==> src/bpg_pkg.sv <==
// package: types and constants for the beep pattern generator
`timescale 1ns / 1ps

package bpg_pkg;

    localparam int TICK_PERIOD_W = 10;
    localparam int ELAPSED_W     = 18;
    localparam int DURATION_W    = 16;
    localparam int CYCLE_W       = DURATION_W + 1;
    localparam int CFG_INDEX_W   = 2;
    localparam int CFG_DATA_W    = TICK_PERIOD_W;

    localparam logic [TICK_PERIOD_W-1:0] TICK_PERIOD_RESET = TICK_PERIOD_W'(10);
    localparam logic [DURATION_W-1:0]    PITCH_RESET       = DURATION_W'(2000);

    typedef enum logic [CFG_INDEX_W-1:0] {
        CFG_TICK_PERIOD     = 2'd0,
        CFG_CHANGES_ENABLED = 2'd1
    } cfg_index_t;

    typedef enum logic {
        OP_TICK  = 1'b0,
        OP_START = 1'b1
    } operation_t;

    typedef enum logic [3:0] {
        STAGE_PENDING  = 4'b0001,
        STAGE_WAIT_OFF = 4'b0010,
        STAGE_WAIT_END = 4'b0100,
        STAGE_IDLE     = 4'b1000
    } stage_t;

    typedef struct packed {
        logic                  tone_enable;
        logic [DURATION_W-1:0] tone_hz;
        logic                  busy_res;
        logic                  accepted;
    } result_t;

endpackage

==> src/beep_pattern_generator.sv <==
// top level: buzzer on/off pattern timer with a two-entry result queue
//
//  channel   direction  handshake            payload
//  s_        in         s_valid / s_ready    operation, durations, repeat count, frequency
//  m_        out        m_valid / m_ready    tone enable, tone hz, busy, accepted
//  cfg_      in         cfg_wr_en            cfg_index, cfg_wdata
//
// one item per cycle while s_ready is high; the state update is one add, compare and subtract
// on the elapsed counter, done in the cycle an item is accepted
// the result lands in a two-entry queue, so s_ready stays high while one
// result waits on a stalled m_ready; s_ready drops only when both are full
// aresetn is synchronous, active low; it empties the queue and restores
// the idle stage, tick period 10, changes enabled and pitch 2000
`timescale 1ns / 1ps

module beep_pattern_generator (
    input  logic                             aclk,
    input  logic                             aresetn,

    input  logic                             cfg_wr_en,
    input  logic [bpg_pkg::CFG_INDEX_W-1:0]  cfg_index,
    input  logic [bpg_pkg::CFG_DATA_W-1:0]   cfg_wdata,

    input  logic                             s_valid,
    output logic                             s_ready,
    input  logic                             s_operation,
    input  logic [bpg_pkg::DURATION_W-1:0]   s_on_duration,
    input  logic [bpg_pkg::DURATION_W-1:0]   s_off_duration,
    input  logic [bpg_pkg::DURATION_W-1:0]   s_repeat_count,
    input  logic [bpg_pkg::DURATION_W-1:0]   s_tone_frequency,

    output logic                             m_valid,
    input  logic                             m_ready,
    output logic                             m_tone_enable,
    output logic [bpg_pkg::DURATION_W-1:0]   m_tone_hz,
    output logic                             m_busy_res,
    output logic                             m_accepted
);
    import bpg_pkg::*;

    logic [TICK_PERIOD_W-1:0] tick_period_reg;
    logic                     changes_enabled_reg;

    stage_t                   stage_reg, stage_next;
    logic [ELAPSED_W-1:0]     elapsed_reg, elapsed_next;
    logic [DURATION_W-1:0]    on_length_reg, on_length_next;
    logic [DURATION_W-1:0]    off_length_reg, off_length_next;
    logic [CYCLE_W-1:0]       cycle_reg, cycle_next;
    logic [DURATION_W-1:0]    beeps_left_reg, beeps_left_next;
    logic [DURATION_W-1:0]    pitch_reg, pitch_next;
    logic                     sounding_reg, sounding_next;

    result_t                  queue_reg [2];
    logic                     wr_ptr_reg, rd_ptr_reg;
    logic [1:0]               count_reg;

    logic                     push, pop;
    logic                     took;
    logic [ELAPSED_W-1:0]     elapsed_sum;
    result_t                  result;
    result_t                  head;

    assign push = s_valid && s_ready;
    assign pop  = m_valid && m_ready;

    // configuration registers
    always_ff @(posedge aclk) begin
        if (!aresetn) begin
            tick_period_reg     <= TICK_PERIOD_RESET;
            changes_enabled_reg <= 1'b1;
        end else if (cfg_wr_en) begin
            unique case (cfg_index)
                CFG_TICK_PERIOD:     tick_period_reg     <= cfg_wdata;
                CFG_CHANGES_ENABLED: changes_enabled_reg <= cfg_wdata[0];
                default: ;
            endcase
        end
    end

    assign elapsed_sum = elapsed_reg + ELAPSED_W'(tick_period_reg);

    always_comb begin
        stage_next      = stage_reg;
        elapsed_next    = elapsed_reg;
        on_length_next  = on_length_reg;
        off_length_next = off_length_reg;
        cycle_next      = cycle_reg;
        beeps_left_next = beeps_left_reg;
        pitch_next      = pitch_reg;
        sounding_next   = sounding_reg;
        took            = 1'b0;

        if (s_operation == OP_START) begin
            if (changes_enabled_reg) begin
                on_length_next  = s_on_duration;
                off_length_next = s_off_duration;
                cycle_next      = CYCLE_W'(s_on_duration) + CYCLE_W'(s_off_duration);
                beeps_left_next = s_repeat_count;
                pitch_next      = s_tone_frequency;
                stage_next      = STAGE_PENDING;
                took            = 1'b1;
            end
        end else begin
            unique case (stage_reg)
                STAGE_PENDING: begin
                    if (on_length_reg != '0) begin
                        sounding_next = 1'b1;
                        elapsed_next  = '0;
                        stage_next    = STAGE_WAIT_OFF;
                    end else begin
                        sounding_next = 1'b0;
                        stage_next    = STAGE_IDLE;
                    end
                end
                STAGE_WAIT_OFF: begin
                    elapsed_next = elapsed_sum;
                    if (elapsed_sum >= ELAPSED_W'(on_length_reg)) begin
                        sounding_next = 1'b0;
                        stage_next    = (off_length_reg != '0) ? STAGE_WAIT_END : STAGE_IDLE;
                    end
                end
                STAGE_WAIT_END: begin
                    elapsed_next = elapsed_sum;
                    if (elapsed_sum >= ELAPSED_W'(cycle_reg)) begin
                        // excess time carries into the next period
                        elapsed_next = elapsed_sum - ELAPSED_W'(cycle_reg);
                        if (beeps_left_reg == DURATION_W'(1)) begin
                            sounding_next = 1'b0;
                            stage_next    = STAGE_IDLE;
                        end else begin
                            sounding_next = 1'b1;
                            if (beeps_left_reg != '0) begin
                                beeps_left_next = beeps_left_reg - DURATION_W'(1);
                            end
                            stage_next = STAGE_WAIT_OFF;
                        end
                    end
                end
                STAGE_IDLE: ;
                default: ;
            endcase
        end

        result.tone_enable = sounding_next;
        result.tone_hz     = sounding_next ? pitch_next : '0;
        result.busy_res    = (stage_next != STAGE_IDLE);
        result.accepted    = took;
    end

    always_ff @(posedge aclk) begin
        if (!aresetn) begin
            stage_reg      <= STAGE_IDLE;
            elapsed_reg    <= '0;
            on_length_reg  <= '0;
            off_length_reg <= '0;
            cycle_reg      <= '0;
            beeps_left_reg <= '0;
            pitch_reg      <= PITCH_RESET;
            sounding_reg   <= 1'b0;
        end else if (push) begin
            stage_reg      <= stage_next;
            elapsed_reg    <= elapsed_next;
            on_length_reg  <= on_length_next;
            off_length_reg <= off_length_next;
            cycle_reg      <= cycle_next;
            beeps_left_reg <= beeps_left_next;
            pitch_reg      <= pitch_next;
            sounding_reg   <= sounding_next;
        end
    end

    // result queue
    always_ff @(posedge aclk) begin
        if (push) begin
            queue_reg[wr_ptr_reg] <= result;
        end
    end

    always_ff @(posedge aclk) begin
        if (!aresetn) begin
            wr_ptr_reg <= 1'b0;
            rd_ptr_reg <= 1'b0;
            count_reg  <= 2'd0;
        end else begin
            if (push) begin
                wr_ptr_reg <= ~wr_ptr_reg;
            end
            if (pop) begin
                rd_ptr_reg <= ~rd_ptr_reg;
            end
            if (push && !pop) begin
                count_reg <= count_reg + 2'd1;
            end else if (pop && !push) begin
                count_reg <= count_reg - 2'd1;
            end
        end
    end

    assign head    = queue_reg[rd_ptr_reg];
    assign s_ready = (count_reg != 2'd2);
    assign m_valid = (count_reg != 2'd0);

    assign m_tone_enable = head.tone_enable;
    assign m_tone_hz     = head.tone_hz;
    assign m_busy_res    = head.busy_res;
    assign m_accepted    = head.accepted;

`ifndef SYNTHESIS
    a_count_bound: assert property (@(posedge aclk) disable iff (!aresetn)
        count_reg <= 2'd2)
        else $error("result queue count out of range");

    a_taken_start_busy: assert property (@(posedge aclk) disable iff (!aresetn)
        m_valid && m_accepted |-> m_busy_res)
        else $error("taken start reported not busy");

    a_silent_no_pitch: assert property (@(posedge aclk) disable iff (!aresetn)
        m_valid && !m_tone_enable |-> m_tone_hz == '0)
        else $error("pitch driven while silent");

    a_start_pending: assert property (@(posedge aclk) disable iff (!aresetn)
        push && s_operation == OP_START && changes_enabled_reg
        |=> stage_reg == STAGE_PENDING)
        else $error("taken start did not enter pending stage");
`endif

endmodule

==> config.mk <==
export PLATFORM = sky130hd
export DESIGN_NAME = beep_pattern_generator
export DESIGN_NICKNAME = d
export VERILOG_FILES = /design/src/bpg_pkg.sv /design/src/beep_pattern_generator.sv
export SDC_FILE = /design/constraint.sdc
export NUM_CORES = 1
export LEC_CHECK = 0
export ABC_AREA = 1
export BUFFER_PORTS_ARGS = -buffer_cell sky130_fd_sc_hd__buf_4
export CAP_MARGIN = 10
export CORE_MARGIN = 2
export CORE_UTILIZATION = 60
export DETAILED_ROUTE_END_ITERATION = 10
export GPL_TIMING_DRIVEN = 0
export HOLD_SLACK_MARGIN = 0.06
export PLACE_DENSITY = 0.81
export SLEW_MARGIN = 20
export SYNTH_ARGS = -nofsm -noshare
export SYNTH_HDL_FRONTEND = slang
export SYNTH_SLANG_ARGS = --single-unit
==> constraint.sdc <==
create_clock -name aclk -period 8.7 [get_ports aclk]
set_clock_uncertainty 0.15 [all_clocks]
set_input_delay 2.175 -clock aclk [delete_from_list [all_inputs] [get_ports aclk]]
set_output_delay 2.175 -clock aclk [all_outputs]
set_load 0.01 [all_outputs]
Word level (Yosys, flattened, before mapping)

Memories as Yosys holds them, arrays and structs flattened. A register that Yosys moved wholly into a read port is not among the register bits.
Index checks and enable logic that the tools add are counted.

Add/sub/neg operators: 6
Order comparisons: 2
Equal/unequal tests: 10
Muxes and demuxes: 34
Bitwise logic cells: 3
Reduce and logical (&&, ||, !) cells: 21

Operators by type and width:

| operator                                                               | count |
|---|---|
| 16-bit two-way mux                                                     | 9 |
| 18-bit case mux with 3 select lines                                    | 1 |
| 16-bit nonzero test                                                    | 3 |
| 18-bit two-way mux                                                     | 2 |
| 4-bit two-way mux                                                      | 7 |
| 18-bit by 10-bit adder with 18-bit output                              | 1 |
| 18-bit by 16-bit >= comparator with 1-bit output                       | 1 |
| 18-bit by 17-bit >= comparator with 1-bit output                       | 1 |
| 18-bit by 17-bit subtractor with 18-bit output                         | 1 |
| 16-bit by 16-bit adder with 17-bit output                              | 1 |
| 16-bit by 1-bit equality test with 1-bit output, second input constant | 1 |
| 16-bit by 1-bit subtractor with 16-bit output, second input constant   | 1 |
| 4-bit case mux with 3 select lines                                     | 1 |
| 1-bit two-way mux                                                      | 11 |
| 2-bit nonzero test                                                     | 5 |
| 2-bit != test, second input constant                                   | 3 |
| 6-bit AND reduction                                                    | 1 |
| 4-bit by 1-bit equality test with 1-bit output, second input constant  | 1 |
| 4-bit by 2-bit equality test with 1-bit output, second input constant  | 1 |
| 4-bit by 3-bit equality test with 1-bit output, second input constant  | 1 |
| 1-bit logical AND                                                      | 4 |
| 2-bit two-way mux                                                      | 2 |
| 4-bit != test, second input constant                                   | 1 |
| 2-bit AND reduction                                                    | 2 |
| 11 further kinds                                                       | 14 |

Bits in registers: 119
Bits in writable memories: 38
Bits of input ports: 82
Output and inout bits: 21
Logic and storage cells: 90
Memories: 1

Memory list:

| memory    | depth | bits a word | read ports | clocked after Yosys merged registers in | wr ports | RTL line                     | text |
|---|---|---|---|---|---|---|---|
| queue_reg | 2     | 19          | 1          | 1                                       | 1        | beep_pattern_generator.sv:53 | `result_t queue_reg [2];` |

Logic depth before layout (Yosys ltp)

Gate-level depths: netlist of run 1.

Word-level depth: 6
Gate-level depth with buffers: 27
Depth with buffers taken out: 27

Worst setup path before layout of run 1

No wires, ideal clock.

Path type: input -> register
From: input s_on_duration[0] in the netlist's numbering
To: register cycle_reg[14]
Setup time: 0.115 ns
Arrival: 4.100 ns
Required time: 8.435 ns
Path slack: 4.336 ns
Cell stages on the path: 13
Buffers on the path: 0
Cells stage by stage: ha_1 inv_1 fa_1 nand3b_1 nand2_1 a21oi_1 o21ai_0 a21boi_0 o21ai_0 nand2_1 nand3_1 nand2_1 o21a_1

Word-level cells in the longest chain between the ends: 1

Ends and longest elaborated chain:

| element                                   | RTL line                      | text |
|---|---|---|
| from (decl)                               | beep_pattern_generator.sv:27  | `input logic [bpg_pkg::DURATION_W-1:0] s_on_duration,` |
| 16-bit by 16-bit adder with 17-bit output | beep_pattern_generator.sv:97  | `cycle_next = CYCLE_W'(s_on_duration) + CYCLE_W'(s_off_duration);` |
| to (signal assigned)                      | beep_pattern_generator.sv:165 | `cycle_reg <= cycle_next;` |
| to (decl)                                 | beep_pattern_generator.sv:48  | `logic [CYCLE_W-1:0] cycle_reg, cycle_next;` |

No other way between the ends.
A chain may end at the register's enable or synchronous reset.

==> key figures, run 1 <==
Layout
  – Antenna cell count: 0
  – Fraction of layout cells with a size suffix above 1: 14.5%
  – Area grow syn2layout: 17.7%
  – Reg area: 3540 um2
  – Final Util: 71.9%
  – Layout fillers: 1256
  – Area taken by multi-input logic gates: 5290 um2
  – Final #Nets: 1550
  – Number of flip-flops under the largest register name: 38

CTS
  – CTS sink count: 158
  – CTS tree: built
  – Hold_buf cts: 0
  – Post-CTS sizing: 0
  – Clock-pin transition on the worst setup and hold timing paths: 0.07 ns
  – Setup bufs post-CTS: 0
  – Clk Latency, worst-skew pair: 0.44 ns
  – TritonCTS Buffers: 17
  – H-tree level count: 4
  – Clock Tree Buf Depth: 2
  – CTS root buf: clkbuf_16

STA
  – RSZ-0062 raised after global routing: no
  – Setup_tns: 0 ns
  – Tightest Pin Transition: 0.797 ns
  – Final Hold Violating Endpoints: 0
  – Final min period: 4.63 ns
  – Rel. slew slack: 46.4%
  – Final worst slack: 4.07 ns
  – Fmax: 0.216 GHz
  – Setup-failing EPs final: 0
  – Tcrit/Tclk final: 53.2%
  – Slew Limit Fails: 0

Floorplan
  – Die Width: 131 um
  – Die H: 131 um
  – Core region area: 15800 um2
  – Initial core utilization: 61.1%
  – Die area: 17100 um2
  – Rows: 46
  – Top Ports: 103

Synth
  – Most common cell in the netlist: nand2_1
  – Largest cells by area after synthesis: dfxtp_1, edfxtp_1, ha_1
  – Synthesized net count: 1428
  – Synth cell types: 52
  – Synthesized area: 9670 um2
  – Cells after Synth: 1281
  – Synth Warn #: 0
  – Synth top area share: 24.8%
  – Syn Area/Cell: 7.55 um2
  – Ys flop type: dfxtp_1
  – Async SR Flop Fraction: 0%
  – EDFF count, synth: 38
  – Commonest cells in the netlist: nand2_1, inv_1, o21ai_0
  – Flops & latches, synth: 158
  – Synth area leader: dfxtp_1
  – Sequential share of the synthesized area: 36.6%

Global routing
  – Remaining Overflow, GRT: 0
  – First-pass GRT wire length: 41000 um
  – Vias in the first global route: 8533
  – Initial antenna violation count: 0
  – GR Util All Layers: 30.7%
  – Largest net degree at the start of global routing: 17

Routing
  – Initial DRC count: 800
  – Vias: 9078
  – Drt pass-1 iters: 5
  – DRT Wirelength: 25800 um
  – Vias per inst: 5.56
  – Routed Antenna Nets: 0
  – DRC violations left: 0
  – Avg WL per Cell: 15.8 um

Worst setup path
  – Worst Setup EP: m_tone_hz[15]
  – Slowest cell on crit path: clkbuf_1
  – Reg2reg end: queue_reg[0][11]
  – Crit path DAT: 2.31 ns
  – Worst path cell trace: clkbuf_1 -> clkbuf_1 -> mux2_2 -> buf_4
  – Reg2reg start: tick_period_reg[0]
  – Crit-path leading delay family: buffers and inverters
  – CP startpoint kind: flop
  – R2R Setup Slk: 4.22 ns
  – Critical Path Max Stage Delay: 0.53 ns
  – Worst Path Max Fanout: 10
  – Crit end category: primary output
  – Critical path's most frequent cell: clkbuf_1
  – CP required: 6.38 ns
  – Crit path depth: 4
  – Crit path buffers/inverters: 3
  – Worst R2R Path Depth: 27
  – Setup CP Type: flop to primary output

Placed design
  – Worst slack at placement: 3.76 ns
  – Count of input and output buffers: 101
  – Placer Congestion: 0.947
  – DP HPWL: 19500 um

Hold path
  – Hold Crit Class: flop to flop
  – Hold-critical path depth: 2

Power
  – Pwr/cell area: 238 nW/um2
  – Total power: 2.71 mW
  – Maximum VDD drop: 0.000159 V
  – Leak: 5.27 nW

Outcome
  – Status: finished clean

Job
  – Max-Cap Viols: 0
==> through the flow <==
step | instances | instance area, um2 | hold slack [ns]
CTS | 1632 | 11400 | 0.305
global route | 1632 | 11400 | 0.323
detailed placement | 1600 | 10700 | 0.295
global placement | 1598 | 10700 | 0.289
finish | 1632 | 11400 | 0.305
floorplan | 1281 | 9670 | 0.280
==> logic make-up after synthesis <==
group / Yosys count / synth area share [%]
simple gates: 446 / 20.9
compound gates: 331 / 18.4
buf+inv: 213 / 8.69
flops: 158 / 36.6
fa+ha+maj: 65 / 8.64
xor+xnor: 44 / 3.98
mux: 24 / 2.73
==> cell type report <==
class,count,area share [%]
plain buffers,47,1.91
clock buffers,18,3.77
clock inverters,14,1.96
inverters,166,5.47
multi-input cells,910,46.5
flip-flops and latches,158,31.1
well taps,216,2.37
repair buffers,103,6.92
==> how the worst min path moves through the flow <==
stage | to | slack (ns) | startpoint
after global placement | pitch_reg[13] | 0.29 | pitch_reg[13]
after detailed placement | pitch_reg[13] | 0.30 | pitch_reg[13]
after CTS | pitch_reg[13] | 0.30 | pitch_reg[13]
after global routing | pitch_reg[13] | 0.32 | pitch_reg[13]
final | pitch_reg[12] | 0.30 | pitch_reg[12]
after floorplan | pitch_reg[0] | 0.28 | pitch_reg[0]
==> layer usage <==
layer / GRT usage (%) / vias up / wire length [um]
met5: 0 / - / 0
met1: 38.4 / 4158 / 11200
li1: - / 4542 / -
met4: 13.1 / 0 / 874
met2: 52.4 / 312 / 12300
met3: 5.05 / 66 / 1410
==> worst register-to-register path, stage by stage, from the launching register on <==
cell and delay [ns]:
dfxtp_1 0.32, ha_1 0.25, fa_1 0.41, nand3_1 0.10
nand2_1 0.11, a21oi_1 0.23, nand2_1 0.09, o2111ai_1 0.09
nand2_1 0.13, xnor2_1 0.17, inv_1 0.13, ha_1 0.37
nand2_1 0.11, inv_1 0.09, nand2_1 0.07, nor3_1 0.14
nand2_1 0.07, nand2_1 0.13, nand2_1 0.10, a21oi_2 0.18
nor2_4 0.08, nor2_2 0.12, nor2_2 0.05, o21ai_2 0.06
nand3_2 0.10, nand2_4 0.13, buf_12 0.19, nor2_4 0.05
==> where the power goes <==
group | leakage (nW) | switching (mW) | internal, mW
Sequential | 1.35 | 0.0484 | 0.857
Clock | 0.318 | 0.341 | 0.493
Combinational | 3.60 | 0.597 | 0.375
==> cells in the final DEF (no fill, tap or decap), types with 15 or more instances in the layout <==
cell type,n
a21oi_1,131
a31oi_1,15
buf_4,104
clkbuf_1,33
clkbuf_16,17
dfxtp_1,120
edfxtp_1,38
ha_1,62
inv_1,160
mux2_2,19
nand2_1,205
nand3_1,55
nor2_1,115
o21ai_0,142
xnor2_1,15
xor2_1,29
Power figures use the tool's default switching activity.
==> inputs of run 2 (changes only) <==
--- a/config.mk
+++ b/config.mk
@@ -5,15 +5,15 @@
 export SDC_FILE = /design/constraint.sdc
 export NUM_CORES = 1
 export LEC_CHECK = 0
-export ABC_AREA = 1
+export ABC_AREA = 0
 export BUFFER_PORTS_ARGS = -buffer_cell sky130_fd_sc_hd__buf_4
 export CAP_MARGIN = 10
 export CORE_MARGIN = 2
-export CORE_UTILIZATION = 60
+export CORE_UTILIZATION = 59
 export DETAILED_ROUTE_END_ITERATION = 10
 export GPL_TIMING_DRIVEN = 0
 export HOLD_SLACK_MARGIN = 0.06
-export PLACE_DENSITY = 0.81
+export PLACE_DENSITY = 0.8
 export SLEW_MARGIN = 20
 export SYNTH_ARGS = -nofsm -noshare
 export SYNTH_HDL_FRONTEND = slang
==> constraint.sdc (replaced) <==
create_clock -name aclk -period 4.85 [get_ports aclk]
set_clock_uncertainty 0.15 [all_clocks]
set_input_delay 1.2125 -clock aclk [delete_from_list [all_inputs] [get_ports aclk]]
set_output_delay 1.2125 -clock aclk [all_outputs]
set_load 0.01 [all_outputs]
==> key figures, run 2 <==
Routing
  – Vias per inst: 5.87 (+5.5%)
  – Routed Antenna Nets: 0 (unchanged)
  – Initial DRC count: 540 (-33%)
  – Drt pass-1 iters: 5 (unchanged)
  – Vias: 8301 (-8.6%)
  – Avg WL per Cell: 16.6 um (+5.1%)
  – DRT Wirelength: 23500 um (-9.0%)
  – DRC violations left: 0 (unchanged)

Floorplan
  – Die H: 128 um (-2.4%)
  – Die Width: 128 um (-2.4%)
  – Initial core utilization: 60.0% (-1.1 points)
  – Die area: 16300 um2 (-4.7%)
  – Core region area: 15100 um2 (-4.7%)
  – Top Ports: 103 (unchanged)
  – Rows: 45 (-2.2%)

Outcome
  – Status: finished clean

Layout
  – Commonest non-fill, non-tap cell in the layout: nand2_1
  – Final #Nets: 1360 (-12%)
  – Number of flip-flops under the largest register name: 38 (unchanged)
  – Fraction of layout cells with a size suffix above 1: 16.0% (+1.4 points)
  – Most frequent cells in the layout: nand2_1, a21oi_1, dfxtp_1
  – Antenna cell count: 0 (unchanged)
  – Area grow syn2layout: 19.1%

Global routing
  – GR met1 Demand/Resource: 37.8% (-0.67 points)
  – Busiest layer in global routing: met2
  – Largest net degree at the start of global routing: 20 (+3)
  – First-pass GRT wire length: 38100 um (-7.2%)
  – Remaining Overflow, GRT: 0 (unchanged)
  – Vias in the first global route: 7808 (-8.5%)
  – GR Util All Layers: 29.1% (-1.6 points)
  – Initial antenna violation count: 0 (unchanged)
  – M3 GR Usage: 5.13% (+0.085 points)
  – Met2 track demand over resource: 48.2% (-4.2 points)

Synth
  – Largest cells by area after synthesis: dfxtp_1, edfxtp_1, ha_1
  – Synth Area in Adders: 9.24% (+0.59 points)
  – Syn Area/Cell: 8.34 um2 (+10%)
  – Most common cell in the netlist: nand2_1
  – Cells after Synth: 1085 (-15%)
  – EDFF count, synth: 38 (unchanged)
  – Mux cell area share after synthesis: 4.76% (+2.0 points)
  – Compound-Gate Fraction of Synth Area: 18.9% (+0.43 points)
  – XOR/XNOR Fraction of Synth Area: 4.16% (+0.18 points)
  – Synth top area share: 26.5% (+1.7 points)
  – Flops & latches, synth: 158 (unchanged)
  – Commonest cells in the netlist: nand2_1, a21oi_1, dfxtp_1
  – Sequential share of the synthesized area: 39.2% (+2.5 points)
  – Largest family of logic cells by synthesized area: simple AND/OR/NAND/NOR gates
  – Synth Warn #: 0 (unchanged)
  – Synthesized area: 9050 um2 (-6.4%)
  – Synth area leader: dfxtp_1
  – Synth cell types: 71 (+37%)
  – Synthesized net count: 1232 (-14%)
  – Post-Synth Simple-Gate Area: 19.6% (-1.3 points)
  – Async SR Flop Fraction: 0% (unchanged)
  – Ys flop type: dfxtp_1

Hold path
  – Hold Crit Class: flop to flop
  – Hold-critical path depth: 2 (unchanged)
  – Hold EP: cycle_reg[8]
  – Hold path startpoint: cycle_reg[8]

CTS
  – CTS sink count: 158 (unchanged)
  – Hold_buf cts: 0 (unchanged)
  – Clock Tree Buf Depth: 2 (unchanged)
  – Clk Latency, worst-skew pair: 0.44 ns (about the same)
  – TritonCTS Buffers: 17 (unchanged)
  – CTS tree: built
  – CTS root buf: clkbuf_16
  – Clock-pin transition on the worst setup and hold timing paths: 0.06 ns (about the same)
  – H-tree level count: 4 (unchanged)

Worst setup path
  – Crit end category: flop
  – CP required: 4.87 ns (-1.51 ns)
  – Setup CP Type: flop to flop
  – Reg2reg end: queue_reg[1][12]
  – Worst R2R Path Depth: 20 (-26%)
  – Worst Path Max Fanout: 5 (-5)
  – Slowest cell on crit path: fa_2
  – CP startpoint kind: flop
  – Reg2reg start: tick_period_reg[0]
  – Critical path's most frequent cell: nor2_1
  – Worst path cell trace: ha_1 -> fa_2 -> a211oi_2 -> nor2_1 -> o211ai_1 -> and2_4 -> nor2_1 -> xor2_2 -> ha_4 -> nand2_1 -> nor2_1 -> and3_1 -> a221o_1 -> o221a_2 -> o21ai_4 -> o21ai_1 -> a22oi_2 -> buf_4 -> buf_2 -> a21oi_1
  – R2R Setup Slk: 0.18 ns (-4.04 ns)
  – Crit path DAT: 4.70 ns (+2.39 ns)
  – Critical Path Max Stage Delay: 0.38 ns (-0.15 ns)

STA
  – Final min period: 4.67 ns
  – Hold WS: 0.305 ns (+0.0000260 ns)
  – Final worst slack: 0.176 ns (-3.89 ns)
  – Rel. slew slack: 34.1% (-12 points)
  – Setup-failing EPs final: 0 (unchanged)
  – Tightest Pin Transition: 0.984 ns (+0.187 ns)
  – Fmax: 0.214 GHz
  – RSZ-0062 raised after global routing: no
  – Slew Limit Fails: 0 (unchanged)
  – Tcrit/Tclk final: 96.4%
  – Final Hold Violating Endpoints: 0 (unchanged)

Power
  – Sequential Power Share: 38.2% (+4.8 points)
  – Leak: 4.37 nW (-17%)
  – Switch share: 33.0% (-3.4 points)
  – Int Pwr: 2.78 mW (+61%)
  – Clock share of power: 31.9% (+1.1 points)
  – P_sw: 1.37 mW (+39%)
  – Maximum VDD drop: 0.000236 V (+49%)
  – Comb pwr share: 29.9% (-5.9 points)
  – Pwr/cell area: 385 nW/um2 (+61%)

Placed design
  – Count of input and output buffers: 100 (-0.99%)
  – DP HPWL: 17300 um (-11%)
  – Placer Congestion: 0.916 (-3.2%)
  – Worst slack at placement: -1.10 ns (-4.86 ns)

Job
  – Max-Cap Viols: 0 (unchanged)
## run 2: how the worst max path moves through the flow
stage / start / endpoint / slack, ns
6_report: tick_period_reg[0] / queue_reg[1][12] / 0.18
5_1_grt: tick_period_reg[0] / elapsed_reg[4] / 0.009
4_1_cts: tick_period_reg[0] / queue_reg[1][10] / 0.01
3_5_place_dp: tick_period_reg[0] / queue_reg[1][10] / -1.10
3_3_place_gp: tick_period_reg[0] / queue_reg[0][10] / -1.03
2_1_floorplan: tick_period_reg[0] / queue_reg[0][10] / 0.13
## run 2: logic make-up after synthesis
family | Yosys count
multiplexers | 40
flip-flops | 158
buffers and inverters | 100
XOR/XNOR | 43
adder cells (fa/ha/maj) | 65
AND/OR/NAND/NOR | 400
AO/OA/AOI/OAI | 279
## run 2: power groups by stage
stage / combinational, mW / sequential, mW / clock, mW
after floorplan: 0.838 / 1.59 / 0
after global placement: 1.16 / 1.61 / 0
after detailed placement: 1.20 / 1.61 / 0
after CTS: 1.21 / 1.58 / 1.33
after global routing: 1.37 / 1.60 / 1.38
final: 1.24 / 1.58 / 1.32
## run 2: critical path, delay by kind of cell (launching register included)
kind,cells,cell delay [ns]
AOI/OAI and AO/OA,8,1.69
DFF,1,0.33
and+or+nand+nor,6,0.73
adders and majority gates,3,0.88
xor gates and xnor gates,1,0.29
buffers and inverters,2,0.36
## run 2: what timing repair did
action                     CTS  global route
gates cloned                 0             1
setup buffers                3             5
setup endpoints to repair   54            62
pin swaps                    2             5
resized for setup            8            11
hold endpoints to repair     0             0
## run 2: layer usage
metal / routed length (um) / vias to the layer above / part of all wire (%)
li1: - / 4105 / -
met1: 10400 / 3826 / 44
met2: 10900 / 312 / 46
met3: 1540 / 58 / 6.6
met4: 676 / 0 / 2.9
met5: 0 / - / 0
## run 2: cell type report
cell class,count,area [um2]
plain buffers,48,190
clock buffers,18,429
clock inverters,14,149
fillers,1218,4310
inverters,51,191
multi-input cells,827,5210
flip-flops and latches,158,3540
well taps,188,235
repair buffers,110,835
## run 2: metrics by stage
stage          util [%]  instances  setup TNS, ns  cell area, um2  total power, mW
6_report           71.4       1414              0           10800             4.15
5_1_grt            71.4       1414              0           10800             4.35
4_1_cts            70.8       1408              0           10700             4.12
3_5_place_dp       66.7       1374         -38.72           10100             2.81
3_3_place_gp       66.5       1373         -35.73           10000             2.77
2_1_floorplan         -       1085              0            9050             2.43
==> inputs of run 3 (changes only) <==
--- a/config.mk
+++ b/config.mk
@@ -5,15 +5,15 @@
 export SDC_FILE = /design/constraint.sdc
 export NUM_CORES = 1
 export LEC_CHECK = 0
-export ABC_AREA = 0
+export ABC_AREA = 1
 export BUFFER_PORTS_ARGS = -buffer_cell sky130_fd_sc_hd__buf_4
 export CAP_MARGIN = 10
 export CORE_MARGIN = 2
-export CORE_UTILIZATION = 59
+export CORE_UTILIZATION = 60
 export DETAILED_ROUTE_END_ITERATION = 10
 export GPL_TIMING_DRIVEN = 0
 export HOLD_SLACK_MARGIN = 0.06
-export PLACE_DENSITY = 0.8
+export PLACE_DENSITY = 0.81
 export SLEW_MARGIN = 20
 export SYNTH_ARGS = -nofsm -noshare
 export SYNTH_HDL_FRONTEND = slang
==> key figures, run 3 (synthesis gave the netlist of run 1 again) <==
Worst setup path
  – Worst Path Max Fanout: 10 (+5)
  – CP required: 4.88 ns (about the same)
  – Setup CP Type: flop to flop
  – CP startpoint kind: flop
  – Crit path DAT: 4.41 ns (-0.29 ns)
  – Crit end category: flop

Layout
  – Final Util: 72.0% (+0.60 points)
  – Final #Nets: 1550 (+14%)
  – Most frequent cells in the layout: nand2_1, inv_1, o21ai_0
  – Number of flip-flops under the largest register name: 38 (unchanged)
  – Antenna cell count: 0 (unchanged)
  – Layout fillers: 1253 (+2.9%)
  – Commonest non-fill, non-tap cell in the layout: nand2_1
  – Fraction of layout cells with a size suffix above 1: 14.7% (-1.3 points)
  – Area grow syn2layout: 17.9%

Floorplan
  – Core region area: 15800 um2 (+4.9%)
  – Die H: 131 um (+2.4%)
  – Initial core utilization: 61.1% (+1.1 points)
  – Die area: 17100 um2 (+4.9%)
  – Die Width: 131 um (+2.4%)
  – Top Ports: 103 (unchanged)
  – Rows: 46 (+2.2%)

STA
  – Setup_tns: 0 ns (unchanged)
  – Final Hold Violating Endpoints: 0 (unchanged)
  – RSZ-0062 raised after global routing: no
  – Setup-failing EPs final: 0 (unchanged)
  – Slew Limit Fails: 0 (unchanged)
  – Tcrit/Tclk final: 90.2% (-6.2 points)
  – Tightest Pin Transition: 0.792 ns (-0.192 ns)
  – Fmax: 0.229 GHz (+6.9%)
  – Final min period: 4.37 ns (-0.300 ns)
  – Hold WS: 0.307 ns (+0.00201 ns)
  – Rel. slew slack: 46.7% (+13 points)
  – Final worst slack: 0.476 ns (+0.300 ns)

CTS
  – CTS sink count: 158 (unchanged)
  – Clk Latency, worst-skew pair: 0.44 ns (about the same)
  – CTS tree: built
  – Clock Tree Buf Depth: 2 (unchanged)
  – TritonCTS Buffers: 17 (unchanged)
  – Hold_buf cts: 0 (unchanged)
  – H-tree level count: 4 (unchanged)
  – Clock-pin transition on the worst setup and hold timing paths: 0.07 ns (about the same)
  – Setup bufs post-CTS: 0 (-3)
  – CTS root buf: clkbuf_16

Global routing
  – Initial antenna violation count: 0 (unchanged)
  – Vias in the first global route: 8533 (+9.3%)
  – Remaining Overflow, GRT: 0 (unchanged)
  – GR Util All Layers: 30.7% (+1.6 points)
  – Largest net degree at the start of global routing: 17 (-15%)
  – First-pass GRT wire length: 41000 um (+7.8%)

Routing
  – Initial DRC count: 739 (+37%)
  – DRT Wirelength: 25800 um (+9.8%)
  – Vias: 9110 (+9.7%)
  – Routed Antenna Nets: 0 (unchanged)
  – Avg WL per Cell: 15.8 um (-4.8%)
  – DRC violations left: 0 (unchanged)
  – Vias per inst: 5.58 (-4.9%)
  – Drt pass-1 iters: 5 (unchanged)

Hold path
  – Hold Crit Class: flop to flop

Placed design
  – Count of input and output buffers: 101 (+1.0%)
  – DP HPWL: 19500 um (+13%)
  – Placer Congestion: 0.947 (+3.4%)
  – Worst slack at placement: 0.513 ns (+1.61 ns)

Power
  – Maximum VDD drop: 0.000285 V (+21%)
  – Leak: 5.27 nW (+20%)
  – Pwr/cell area: 427 nW/um2 (+11%)

Job
  – Max-Cap Viols: 0 (unchanged)

Outcome
  – Status: finished clean
## run 3: cell types whose count changed in the layout (fill, tap and decap cells not counted), sizes merged, moves of 11 or more
cell    previous run  this run
nor2              76       131
inv               59       171
nand2            200       212
o21ai             60       151
xnor2             27        15
clkbuf            61        50
xor2              16        29
mux2i             19         5
nand3             37        60
## run 3: repair_timing
| action | CTS | global route |
|---|---|---|
| resized for setup | 0 | 2 |
| hold endpoints to repair | 0 | 0 |
| setup endpoints to repair | 0 | 20 |
## run 3: final timing paths
| check | end | startpoint | slack, ns | cells past startpoint |
|---|---|---|---|---|
| worst max register to register | queue_reg[0][11] | tick_period_reg[0] | 0.48 | 27 |
| worst max-delay path | queue_reg[0][11] | tick_period_reg[0] | 0.48 | 27 |
| worst min-delay path | pitch_reg[13] | pitch_reg[13] | 0.31 | 2 |
| worst min register to register | pitch_reg[13] | pitch_reg[13] | 0.31 | 2 |
## run 3: stage by stage
step / cell area (um2) / power (mW) / instances
6_report: 11400 / 4.87 / 1632
5_1_grt: 11400 / 5.14 / 1632
4_1_cts: 11400 / 4.85 / 1632
3_5_place_dp: 10700 / 3.35 / 1600
3_3_place_gp: 10700 / 3.30 / 1598
2_1_floorplan: 9670 / 2.85 / 1281
## run 3: worst max-delay path, cell delays in order (launching register included)
cell	delay [ns]
dfxtp_1	0.32
ha_1	0.25
fa_1	0.41
nand3_1	0.10
nand2_1	0.12
a21oi_2	0.19
nand2_1	0.07
o2111ai_1	0.08
nand2_1	0.13
xnor2_1	0.17
inv_1	0.14
ha_4	0.32
nand2_1	0.08
inv_1	0.09
nand2_1	0.07
nor3_1	0.14
nand2_1	0.07
nand2_1	0.13
nand2_1	0.10
a21oi_2	0.18
nor2_4	0.08
nor2_2	0.12
nor2_2	0.05
o21ai_2	0.06
nand3_2	0.10
nand2_4	0.13
buf_12	0.19
nor2_4	0.05
## run 3: power breakdown
part	total (mW)	switching (mW)	internal, mW	leakage [nW]
Sequential	1.62	0.0868	1.54	1.35
Combinational	1.75	1.07	0.675	3.60
Clock	1.50	0.613	0.884	0.318
Total	4.87	1.77	3.10	5.27
## run 3: cell type report
| type | instances | area (um2) | area share (%) |
|---|---|---|---|
| multi-input cells | 910 | 5310 | 46.5 |
| flip-flops and latches | 158 | 3540 | 31.1 |
| repair buffers | 103 | 788 | 6.91 |
| inverters | 166 | 623 | 5.46 |
| clock buffers | 18 | 429 | 3.76 |
| well taps | 216 | 270 | 2.37 |
| clock inverters | 14 | 223 | 1.95 |
| plain buffers | 47 | 218 | 1.91 |
## run 3: per-layer routing
layer | up-vias | track usage, % | part of all wire (%)
met3 | 64 | 5.05 | 5.7
met1 | 4210 | 38.4 | 43
li1 | 4543 | - | -
met4 | 0 | 13.1 | 3.3
met5 | - | 0 | 0
met2 | 293 | 52.4 | 48
